## src/sv/nec_ir_frame_decoder_macros.svh

```systemverilog
// ============================================================================
// NEC IR frame decoder assertion macros
// Clocked property checks used by the decoder RTL.
// ============================================================================
`ifndef NEC_IR_FRAME_DECODER_MACROS_SVH
`define NEC_IR_FRAME_DECODER_MACROS_SVH

`ifndef ASSERT_OFF
// Check a property on every rising clock edge while reset is released
`define NEC_ASSERT(lbl, clk, rst_n, prop, msg) \
    lbl: assert property (@(posedge clk) disable iff (!rst_n) prop) else $error(msg);
// Check a property on every rising clock edge, reset included
`define NEC_ASSERT_ALWAYS(lbl, clk, prop, msg) \
    lbl: assert property (@(posedge clk) prop) else $error(msg);
`else
`define NEC_ASSERT(lbl, clk, rst_n, prop, msg)
`define NEC_ASSERT_ALWAYS(lbl, clk, prop, msg)
`endif

`endif

```

## src/sv/nec_ir_pkg.sv

```systemverilog
// ============================================================================
// NEC IR decoder package
// Types, pulse timing limits and register indexes of the NEC frame decoder.
// ============================================================================
package nec_ir_pkg;

    // Event queue geometry
    localparam int QUEUE_DEPTH = 8;
    localparam int Q_PTR_W     = (QUEUE_DEPTH > 1) ? $clog2(QUEUE_DEPTH) : 1;

    typedef logic [Q_PTR_W-1:0] t_qptr;

    localparam t_qptr Q_LAST = t_qptr'(QUEUE_DEPTH - 1);

    // Configuration register indexes
    typedef enum logic [1:0] {
        CFG_ENABLE      = 2'd0,
        CFG_IDLE_GAP    = 2'd1,
        CFG_REP_WINDOW  = 2'd2,
        CFG_ADDR_WORD   = 2'd3
    } t_cfg_idx;

    // Register reset values
    localparam logic [7:0]  IDLE_GAP_RST   = 8'd15;
    localparam logic [15:0] REP_WINDOW_RST = 16'd180;
    localparam logic [15:0] ADDR_WORD_RST  = 16'hFF00;

    // Input command codes
    localparam logic CMD_EDGE = 1'b0;
    localparam logic CMD_POLL = 1'b1;

    // Pulse width limits in microseconds
    localparam logic [15:0] HDR_MARK_MIN  = 16'd8000;
    localparam logic [15:0] HDR_MARK_MAX  = 16'd10000;
    localparam logic [15:0] HDR_SPACE_MIN = 16'd3500;
    localparam logic [15:0] HDR_SPACE_MAX = 16'd5500;
    localparam logic [15:0] REP_SPACE_MIN = 16'd1800;
    localparam logic [15:0] REP_SPACE_MAX = 16'd2800;
    localparam logic [15:0] MARK_MIN      = 16'd350;
    localparam logic [15:0] MARK_MAX      = 16'd800;
    localparam logic [15:0] ONE_MIN       = 16'd1200;
    localparam logic [15:0] ONE_MAX       = 16'd2100;
    localparam logic [15:0] ZERO_MIN      = 16'd350;
    localparam logic [15:0] ZERO_MAX      = 16'd900;

    localparam logic [5:0]  FRAME_BITS    = 6'd32;
    localparam logic [7:0]  CMD_CHECK     = 8'hFF;

    // Frame walker states
    typedef enum logic [2:0] {
        ST_IDLE,
        ST_HDR_MARK,
        ST_HDR_SPACE,
        ST_BIT_MARK,
        ST_BIT_SPACE,
        ST_STOP,
        ST_REP_STOP
    } t_state;

    // One queued event
    typedef struct packed {
        logic [7:0]  code;
        logic        rep;
        logic [31:0] time_ms;
    } t_qentry;

endpackage

```

## src/sv/nec_ir_frame_decoder.sv

```systemverilog
// ============================================================================
// NEC IR frame decoder
// Walks NEC frames from receiver edges, queues decoded commands in an
// on-chip event memory and pops them on poll requests.
// ============================================================================
//
//  channel   direction  handshake                   payload
//  -------   ---------  --------------------------  -------------------------
//  input     in         i_in_valid / o_in_ready     i_cmd, i_level_high,
//                                                   i_tick_count, i_now_ms
//  output    out        o_out_valid / i_out_ready   o_event_valid, o_key_code,
//                                                   o_is_repeat,
//                                                   o_event_time_ms,
//                                                   o_error_count
//  config    in         i_cfg_we                    i_cfg_index, i_cfg_data
//
//  One request per cycle while o_in_ready is high; its result passes the read
//  stage (event memory read) and then leaves the output register.
//  The edge decode is a set of combinational compares on the frame state.
//  Reset is synchronous; the event memory needs no clearing pass.
//  With the output register and the read stage both full and i_out_ready low,
//  o_in_ready drops until the output is taken.
`include "nec_ir_frame_decoder_macros.svh"

module nec_ir_frame_decoder
    import nec_ir_pkg::*;
(
    input  logic        i_clk,
    input  logic        i_rst_n,
    // configuration
    input  logic        i_cfg_we,
    input  logic [1:0]  i_cfg_index,
    input  logic [15:0] i_cfg_data,
    // request channel
    input  logic        i_in_valid,
    output logic        o_in_ready,
    input  logic        i_cmd,
    input  logic        i_level_high,
    input  logic [15:0] i_tick_count,
    input  logic [31:0] i_now_ms,
    // result channel
    output logic        o_out_valid,
    input  logic        i_out_ready,
    output logic        o_event_valid,
    output logic [7:0]  o_key_code,
    output logic        o_is_repeat,
    output logic [31:0] o_event_time_ms,
    output logic [31:0] o_error_count
);

    // ------------------------------------------------------------------
    // Registers
    // ------------------------------------------------------------------
    logic        r_enable;
    logic [7:0]  r_idle_gap;
    logic [15:0] r_rep_window;
    logic [15:0] r_addr_word;

    t_state      r_state, n_state;
    logic [15:0] r_prev_tick;
    logic [31:0] r_prev_edge_ms;
    logic [31:0] r_shift, n_shift;
    logic [5:0]  r_bitcnt, n_bitcnt;
    logic [7:0]  r_held_code, n_held_code;
    logic [31:0] r_held_time, n_held_time;
    logic        r_repeat_ok, n_repeat_ok;
    t_qptr       r_wp, r_rp;
    logic [31:0] r_err, n_err;

    t_qentry     r_queue [QUEUE_DEPTH];
    t_qentry     r_rd;

    logic        r_s1_vld;
    logic        r_s1_hit;
    logic [31:0] r_s1_err;

    logic        r_out_vld;
    logic        r_out_hit;
    t_qentry     r_out_entry;
    logic [31:0] r_out_err;

    // ------------------------------------------------------------------
    // Handshake
    // ------------------------------------------------------------------
    logic w_out_adv;
    logic w_s1_adv;
    logic w_accept;
    logic w_edge;
    logic w_poll;
    logic w_poll_hit;

    assign w_out_adv  = !r_out_vld || i_out_ready;
    assign w_s1_adv   = r_s1_vld && w_out_adv;
    assign o_in_ready = !r_s1_vld || w_out_adv;
    assign w_accept   = i_in_valid && o_in_ready;
    assign w_edge     = w_accept && (i_cmd == CMD_EDGE) && r_enable;
    assign w_poll     = w_accept && (i_cmd == CMD_POLL);
    assign w_poll_hit = w_poll && (r_rp != r_wp);

    // ------------------------------------------------------------------
    // Pulse measurement and range checks
    // ------------------------------------------------------------------
    logic [15:0] w_width;
    logic        w_gap;
    logic        w_abandon;
    t_state      w_st;
    logic        w_hdr_mark, w_hdr_space, w_rep_space;
    logic        w_mark, w_one, w_zero;
    logic        w_frame_good;
    logic        w_rep_live;
    logic [5:0]  w_bitcnt_inc;

    assign w_width      = i_tick_count - r_prev_tick;
    assign w_gap        = (i_now_ms - r_prev_edge_ms) > {24'd0, r_idle_gap};
    assign w_abandon    = w_gap && (r_state != ST_IDLE);
    assign w_st         = w_gap ? ST_IDLE : r_state;
    assign w_hdr_mark   = w_width inside {[HDR_MARK_MIN:HDR_MARK_MAX]};
    assign w_hdr_space  = w_width inside {[HDR_SPACE_MIN:HDR_SPACE_MAX]};
    assign w_rep_space  = w_width inside {[REP_SPACE_MIN:REP_SPACE_MAX]};
    assign w_mark       = w_width inside {[MARK_MIN:MARK_MAX]};
    assign w_one        = w_width inside {[ONE_MIN:ONE_MAX]};
    assign w_zero       = w_width inside {[ZERO_MIN:ZERO_MAX]};
    assign w_frame_good = (r_shift[15:0] == r_addr_word) &&
                          ((r_shift[23:16] ^ r_shift[31:24]) == CMD_CHECK);
    assign w_rep_live   = r_repeat_ok &&
                          ((i_now_ms - r_held_time) <= {16'd0, r_rep_window});
    assign w_bitcnt_inc = r_bitcnt + 6'd1;

    // Judge the pulse that ends at this edge
    logic w_ok;

    always_comb begin
        case (w_st)
            ST_IDLE:      w_ok = 1'b1;
            ST_HDR_MARK:  w_ok = i_level_high && w_hdr_mark;
            ST_HDR_SPACE: w_ok = !i_level_high && (w_hdr_space || w_rep_space);
            ST_BIT_MARK:  w_ok = i_level_high && w_mark;
            ST_BIT_SPACE: w_ok = !i_level_high && (w_one || w_zero);
            ST_STOP:      w_ok = i_level_high && w_mark && w_frame_good;
            ST_REP_STOP:  w_ok = i_level_high && w_mark;
            default:      w_ok = 1'b0;
        endcase
    end

    // ------------------------------------------------------------------
    // Frame walker: next state
    // ------------------------------------------------------------------
    always_comb begin
        n_state = r_state;
        if (w_edge) begin
            if (!w_ok) begin
                n_state = i_level_high ? ST_IDLE : ST_HDR_MARK;
            end else begin
                case (w_st)
                    ST_IDLE:      n_state = i_level_high ? ST_IDLE : ST_HDR_MARK;
                    ST_HDR_MARK:  n_state = ST_HDR_SPACE;
                    ST_HDR_SPACE: n_state = w_hdr_space ? ST_BIT_MARK : ST_REP_STOP;
                    ST_BIT_MARK:  n_state = ST_BIT_SPACE;
                    ST_BIT_SPACE: n_state = (w_bitcnt_inc == FRAME_BITS) ? ST_STOP
                                                                           : ST_BIT_MARK;
                    ST_STOP:      n_state = ST_IDLE;
                    ST_REP_STOP:  n_state = ST_IDLE;
                    default:      n_state = ST_IDLE;
                endcase
            end
        end
    end

    // ------------------------------------------------------------------
    // Frame walker: data path actions
    // ------------------------------------------------------------------
    logic    w_push;
    t_qentry w_push_entry;
    t_qptr   w_wp_next;
    logic    w_full;
    logic    w_store;

    assign w_wp_next = (r_wp == Q_LAST) ? '0 : r_wp + t_qptr'(1);
    assign w_full    = (w_wp_next == r_rp);
    assign w_store   = w_push && !w_full;

    always_comb begin
        n_shift      = r_shift;
        n_bitcnt     = r_bitcnt;
        n_held_code  = r_held_code;
        n_held_time  = r_held_time;
        n_repeat_ok  = r_repeat_ok;
        w_push       = 1'b0;
        w_push_entry = '{code: r_held_code, rep: 1'b1, time_ms: i_now_ms};
        if (w_edge) begin
            if (w_abandon) begin
                n_repeat_ok = 1'b0;
            end
            if (!w_ok) begin
                n_repeat_ok = 1'b0;
            end else begin
                case (w_st)
                    ST_HDR_SPACE: begin
                        if (w_hdr_space) begin
                            n_shift  = '0;
                            n_bitcnt = '0;
                        end
                    end
                    ST_BIT_SPACE: begin
                        if (w_one) begin
                            n_shift = r_shift | (32'd1 << r_bitcnt[4:0]);
                        end
                        n_bitcnt = w_bitcnt_inc;
                    end
                    ST_STOP: begin
                        n_held_code  = r_shift[23:16];
                        n_held_time  = i_now_ms;
                        n_repeat_ok  = 1'b1;
                        w_push       = 1'b1;
                        w_push_entry = '{code: r_shift[23:16], rep: 1'b0,
                                         time_ms: i_now_ms};
                    end
                    ST_REP_STOP: begin
                        if (w_rep_live) begin
                            w_push      = 1'b1;
                            n_held_time = i_now_ms;
                        end else begin
                            n_repeat_ok = 1'b0;
                        end
                    end
                    default: begin
                    end
                endcase
            end
        end
    end

    // Bump the error total: abandoned frame, bad pulse or dropped event
    always_comb begin
        n_err = r_err;
        if (w_edge && (w_abandon || !w_ok || (w_push && w_full))) begin
            n_err = r_err + 32'd1;
        end
    end

    // ------------------------------------------------------------------
    // Configuration registers
    // ------------------------------------------------------------------
    always_ff @(posedge i_clk) begin
        if (!i_rst_n) begin
            r_enable     <= 1'b0;
            r_idle_gap   <= IDLE_GAP_RST;
            r_rep_window <= REP_WINDOW_RST;
            r_addr_word  <= ADDR_WORD_RST;
        end else if (i_cfg_we) begin
            case (t_cfg_idx'(i_cfg_index))
                CFG_ENABLE:     r_enable     <= i_cfg_data[0];
                CFG_IDLE_GAP:   r_idle_gap   <= i_cfg_data[7:0];
                CFG_REP_WINDOW: r_rep_window <= i_cfg_data;
                CFG_ADDR_WORD:  r_addr_word  <= i_cfg_data;
                default: begin
                end
            endcase
        end
    end

    // ------------------------------------------------------------------
    // Decoder state registers
    // ------------------------------------------------------------------
    always_ff @(posedge i_clk) begin
        if (!i_rst_n) begin
            r_state        <= ST_IDLE;
            r_prev_tick    <= '0;
            r_prev_edge_ms <= '0;
            r_shift        <= '0;
            r_bitcnt       <= '0;
            r_held_code    <= '0;
            r_held_time    <= '0;
            r_repeat_ok    <= 1'b0;
            r_err          <= '0;
        end else begin
            r_state     <= n_state;
            r_shift     <= n_shift;
            r_bitcnt    <= n_bitcnt;
            r_held_code <= n_held_code;
            r_held_time <= n_held_time;
            r_repeat_ok <= n_repeat_ok;
            r_err       <= n_err;
            if (w_edge) begin
                r_prev_tick    <= i_tick_count;
                r_prev_edge_ms <= i_now_ms;
            end
        end
    end

    // ------------------------------------------------------------------
    // Event queue pointers
    // ------------------------------------------------------------------
    always_ff @(posedge i_clk) begin
        if (!i_rst_n) begin
            r_wp <= '0;
            r_rp <= '0;
        end else begin
            if (w_store) begin
                r_wp <= w_wp_next;
            end
            if (w_poll_hit) begin
                r_rp <= (r_rp == Q_LAST) ? '0 : r_rp + t_qptr'(1);
            end
        end
    end

    // Write a new event into the queue memory
    always_ff @(posedge i_clk) begin
        if (w_store) begin
            r_queue[r_wp] <= w_push_entry;
        end
    end

    // Read the oldest event; an entry is written in memory when the write pointer moves past it
    always_ff @(posedge i_clk) begin
        if (w_poll_hit) begin
            r_rd <= r_queue[r_rp];
        end
    end

    // ------------------------------------------------------------------
    // Read stage: hold hit flag and error total alongside memory read
    // ------------------------------------------------------------------
    always_ff @(posedge i_clk) begin
        if (!i_rst_n) begin
            r_s1_vld <= 1'b0;
        end else if (w_accept) begin
            r_s1_vld <= 1'b1;
        end else if (w_s1_adv) begin
            r_s1_vld <= 1'b0;
        end
    end

    always_ff @(posedge i_clk) begin
        if (w_accept) begin
            r_s1_hit <= w_poll_hit;
            r_s1_err <= n_err;
        end
    end

    // ------------------------------------------------------------------
    // Output register
    // ------------------------------------------------------------------
    always_ff @(posedge i_clk) begin
        if (!i_rst_n) begin
            r_out_vld <= 1'b0;
        end else if (w_out_adv) begin
            r_out_vld <= r_s1_vld;
        end
    end

    always_ff @(posedge i_clk) begin
        if (w_s1_adv) begin
            r_out_hit   <= r_s1_hit;
            r_out_entry <= r_s1_hit ? r_rd : '0;
            r_out_err   <= r_s1_err;
        end
    end

    assign o_out_valid     = r_out_vld;
    assign o_event_valid   = r_out_hit;
    assign o_key_code      = r_out_entry.code;
    assign o_is_repeat     = r_out_entry.rep;
    assign o_event_time_ms = r_out_entry.time_ms;
    assign o_error_count   = r_out_err;

    // ------------------------------------------------------------------
    // Assertions
    // ------------------------------------------------------------------
    `NEC_ASSERT(a_err_step, i_clk, i_rst_n,
        1'b1 |=> (r_err == $past(r_err) || r_err == $past(r_err) + 32'd1),
        "error total moved by more than one")
    `NEC_ASSERT(a_state_hold, i_clk, i_rst_n,
        !w_edge |=> $stable(r_state),
        "frame state changed without an edge")
    `NEC_ASSERT(a_wp_hold, i_clk, i_rst_n,
        !w_edge |=> $stable(r_wp),
        "queue write pointer moved without an edge")
    `NEC_ASSERT(a_hit_stage, i_clk, i_rst_n,
        w_poll_hit |=> (r_s1_vld && r_s1_hit),
        "poll hit lost before read stage")

endmodule

```

## config.mk

```make
export PLATFORM = sky130hd
export DESIGN_NAME = nec_ir_frame_decoder
export DESIGN_NICKNAME = d
export VERILOG_FILES = /design/src/sv/nec_ir_pkg.sv /design/src/sv/nec_ir_frame_decoder.sv
export VERILOG_INCLUDE_DIRS = /design/src /design/src/sv
export SDC_FILE = /design/constraint.sdc
export NUM_CORES = 1
export LEC_CHECK = 0
export ABC_AREA = 1
export BUFFER_PORTS_ARGS = -buffer_cell sky130_fd_sc_hd__clkbuf_2
export CAP_MARGIN = 25
export CORE_UTILIZATION = 30
export CTS_CLUSTER_DIAMETER = 40
export DETAILED_ROUTE_END_ITERATION = 7
export PLACE_DENSITY = 0.51
export SYNTH_ARGS = -nofsm -noshare
export SYNTH_HDL_FRONTEND = slang
export SYNTH_SLANG_ARGS = --single-unit
```

## constraint.sdc

```tcl
create_clock -name i_clk -period 9.5 [get_ports i_clk]
set_input_delay 0 -clock i_clk [delete_from_list [all_inputs] [get_ports i_clk]]
set_output_delay 0 -clock i_clk [all_outputs]
set_load 0.03 [all_outputs]
```

==> out/results.ini <==
[run_status]
status = complete, no violations

[final_layout]
final_area_um2 = 41600
final_util_pct = 36.98
stdcell_count = 5759
nNetsFinal = 4343
final_layout_size_suffix_gt1_share_pct = 10.90
fill_cells = 11410
area_growth_pct = 22.18

[critical_path]
crit_arrival_ns = 6.60
cp.required_ns = 9.82
slowest_delay_ns = 0.57
critical_path_class = in2reg
crit_top_cell = nand2_1
worstSetupEndpointType = flip-flop
critPathLaunchType = input pin
slowest_stage = nand2_2
critPathMaxFanout = 41

[timing]
period_needed_ns = 6.277
final-hold-violation-count = 0
final.period_utilization_pct = 66.07
hold_slack_ns = 0.1245
setup_ws_ns = 3.224
drv_slew = 0
max_freq_mhz = 159.3
rsz0062_at_grt = no
tns_ns = 0
finalSetupViolCount = 0
skew_ns = 0.07853
worst_pin_slew_ns = 1.022
timing.slew.headroom_pct = 31.89

[logic_synthesis]
synthArstFlopShare_pct = 0
synth_cell_types = 52
yosys_warnings = 0
synth_cells = 3908
ys_ff_latch = 687
ys_seq_area_share_pct = 54.39
synth-edff-count = 476
syn_nets = 4096
dominantRegCellSynth = edfxtp_1
synth.avg_cell_area_um2 = 8.712
syn_area_um2 = 34050

[power_and_ir_drop]
power.density_nw_per_um2 = 197.1
leakage_nw = 16.41
p_total_mw = 8.199
ir_drop_mv = 0.1672

[clock_tree]
cts_tree = yes
insertion_delay_ns = 0.73
clockBufferDepth = 3
clkSlewWorstSetupHoldPaths_ns = 0.06
cts_resized = 0
htree_num_levels = 3
post_cts_buffers = 0
clockRootBuffer = clkbuf_16
cts-buffers-inserted = 116
cts_sinks = 687

[global_route]
antenna_found_initial = 8
grt_busiest_layer = met2
grt_max_degree = 101
grt_pass1_wl_um = 152200
grtUsageMet3_pct = 2.899
grtUsageMet1_pct = 22.37
gr-total-overflow = 0
met2_usage_pct = 27.41
first_global_vias = 26840
grt.total_usage_pct = 16.77

[route]
firstDrtPassIters = 5
post-route-drc-count = 0
wl_per_cell_um = 16.82
antenna_left = 0
viasPerCell = 4.722
vias = 27200
drt_iter0_drc = 1855
wl_um = 96870

[floorplanning]
ioPinCount = 149
fp.dieW_um = 338.9
rows = 123
die_h_um = 338.9
dieArea_um2 = 114800
coreArea_um2 = 112500
start_util_pct = 30.26

[place]
hpwl_um = 64780
pre_cts_ws_ns = 2.998
portBuffers = 148
post-place-cells = 5438
dpl_cell_area_um2 = 36410
gp_congestion = 0.8939

[hold_path]
hold_path_class = in2reg

[job]
cap_violations = 0

worst max-delay path, delay by kind of cell:
family / cells / cell delay (ns)
compound gates: 1 / 0.21
xor+xnor: 1 / 0.11
fa+ha+maj: 3 / 0.95
simple gates: 22 / 3.40
buf+inv: 6 / 1.83
power by group:
group	leakage, nW	internal [mW]	total, mW	switching (mW)
logic	8.47	0.190	0.597	0.407
clock network	1.99	2.74	4.37	1.63
registers	5.95	3.22	3.24	0.0119
sequential cells by signal, indices dropped and copies added (netlist names), 3 cells and up:
signal / flops
r_addr_word: 16
r_rp: 3
r_rep_window: 16
r_state: 3
r_shift: 32
r_bitcnt: 6
r_prev_tick: 16
r_err: 32
r_rd: 41
r_held_time: 32
o_key_code: 8
o_error_count: 32
r_idle_gap: 8
r_held_code: 8
r_queue: 328
o_event_time_ms: 32
r_prev_edge_ms: 32
r_s1_err: 32
r_wp: 3
path summary, 6_finish.rpt:
check / start / end / slack [ns] / cells after the start
worst max-delay path: i_now_ms[0] / r_queue[7][27] / 3.22 / 33
worst min-delay path: i_out_ready / o_out_valid / 0.12 / 5
worst max register to register: r_prev_edge_ms[5] / r_queue[7][27] / 3.25 / 31
worst min register to register: r_s1_err[3] / o_error_count[3] / 0.41 / 0
logic make-up (layout without fill, tap and decap cells):
kind of cell | count (synthesis) | in the layout | synth area share, %
AND/OR/NAND/NOR | 1636 | 1636 | 19.95
AO/OA/AOI/OAI | 739 | 739 | 11.86
flip-flops | 687 | 687 | 54.39
buffers and inverters | 641 | 991 | 7.199
adder cells (fa/ha/maj) | 115 | 115 | 4.292
XOR/XNOR | 90 | 90 | 2.315
other | 0 | 1 | 0
routing by layer:
layer | part of all wire, % | routed length [µm]
met1 | 46 | 44860
met2 | 46 | 44340
met3 | 5.1 | 4916
met4 | 2.8 | 2752
met5 | 0 | 0
area by class of cell:
type / instances / area, µm² / share of cell area [%]
Clock inverter: 89 / 1109 / 2.665
Timing Repair Buffer: 277 / 2009 / 4.830
Inverter: 493 / 1853 / 4.454
Clock buffer: 132 / 3077 / 7.396
Sequential cell: 687 / 18530 / 44.53
Antenna cell: 1 / 2.502 / 0.006015
Tap cell: 1500 / 1877 / 4.512
Multi-Input combinational cell: 2580 / 13150 / 31.60
cell usage in the layout, fill, tap and decap left out, drive strengths merged, types with 40 or more instances in the layout:
master / netlist / final
dfxtp: 211 / 211
ha: 112 / 112
nand4: 55 / 55
a31oi: 51 / 51
nor2: 545 / 545
o22ai: 42 / 42
xor2: 65 / 65
a21oi: 272 / 272
o21ai: 316 / 316
clkbuf: 119 / 279
nand3: 172 / 172
inv: 490 / 513
nor3: 52 / 52
clkinv: 3 / 40
dlygate4sd3: 0 / 98
edfxtp: 476 / 476
nand2: 765 / 765
what timing repair did:
action | 4_1_cts | 5_1_grt
setup endpoints to repair | 0 | 0
endpoints found under the hold margin | 402 | 0
hold buffers | 98 | 0
cell usage after synthesis (all sizes together), types with 2 or more instances:
library cell    n  share of area [%]
nor3           52               0.76
nand2         765                8.6
o21a            5               0.11
o22ai          42               0.77
o211ai         12               0.26
dfxtp         211                 12
fa              3               0.18
ha            112                4.1
clkbuf        119                1.3
a21oi         272                4.1
clkinv          3              0.033
a22oi           2              0.044
a21boi          2              0.044
edfxtp        476                 42
nand3b         12               0.26
nor2          545                6.1
nand3         172                2.6
a21o            4              0.088
xor2           65                1.7
buf            29               0.45
o21ai         316                4.7
inv           490                5.4
o2111ai        18               0.46
nor4           25               0.46
o21bai          8               0.18
nor3b           4               0.10
nand4          55                1.0
a211oi          3              0.066
a31oi          51               0.94
xnor2          25               0.64
or2             4              0.074
Power figures use the tool's default switching activity.
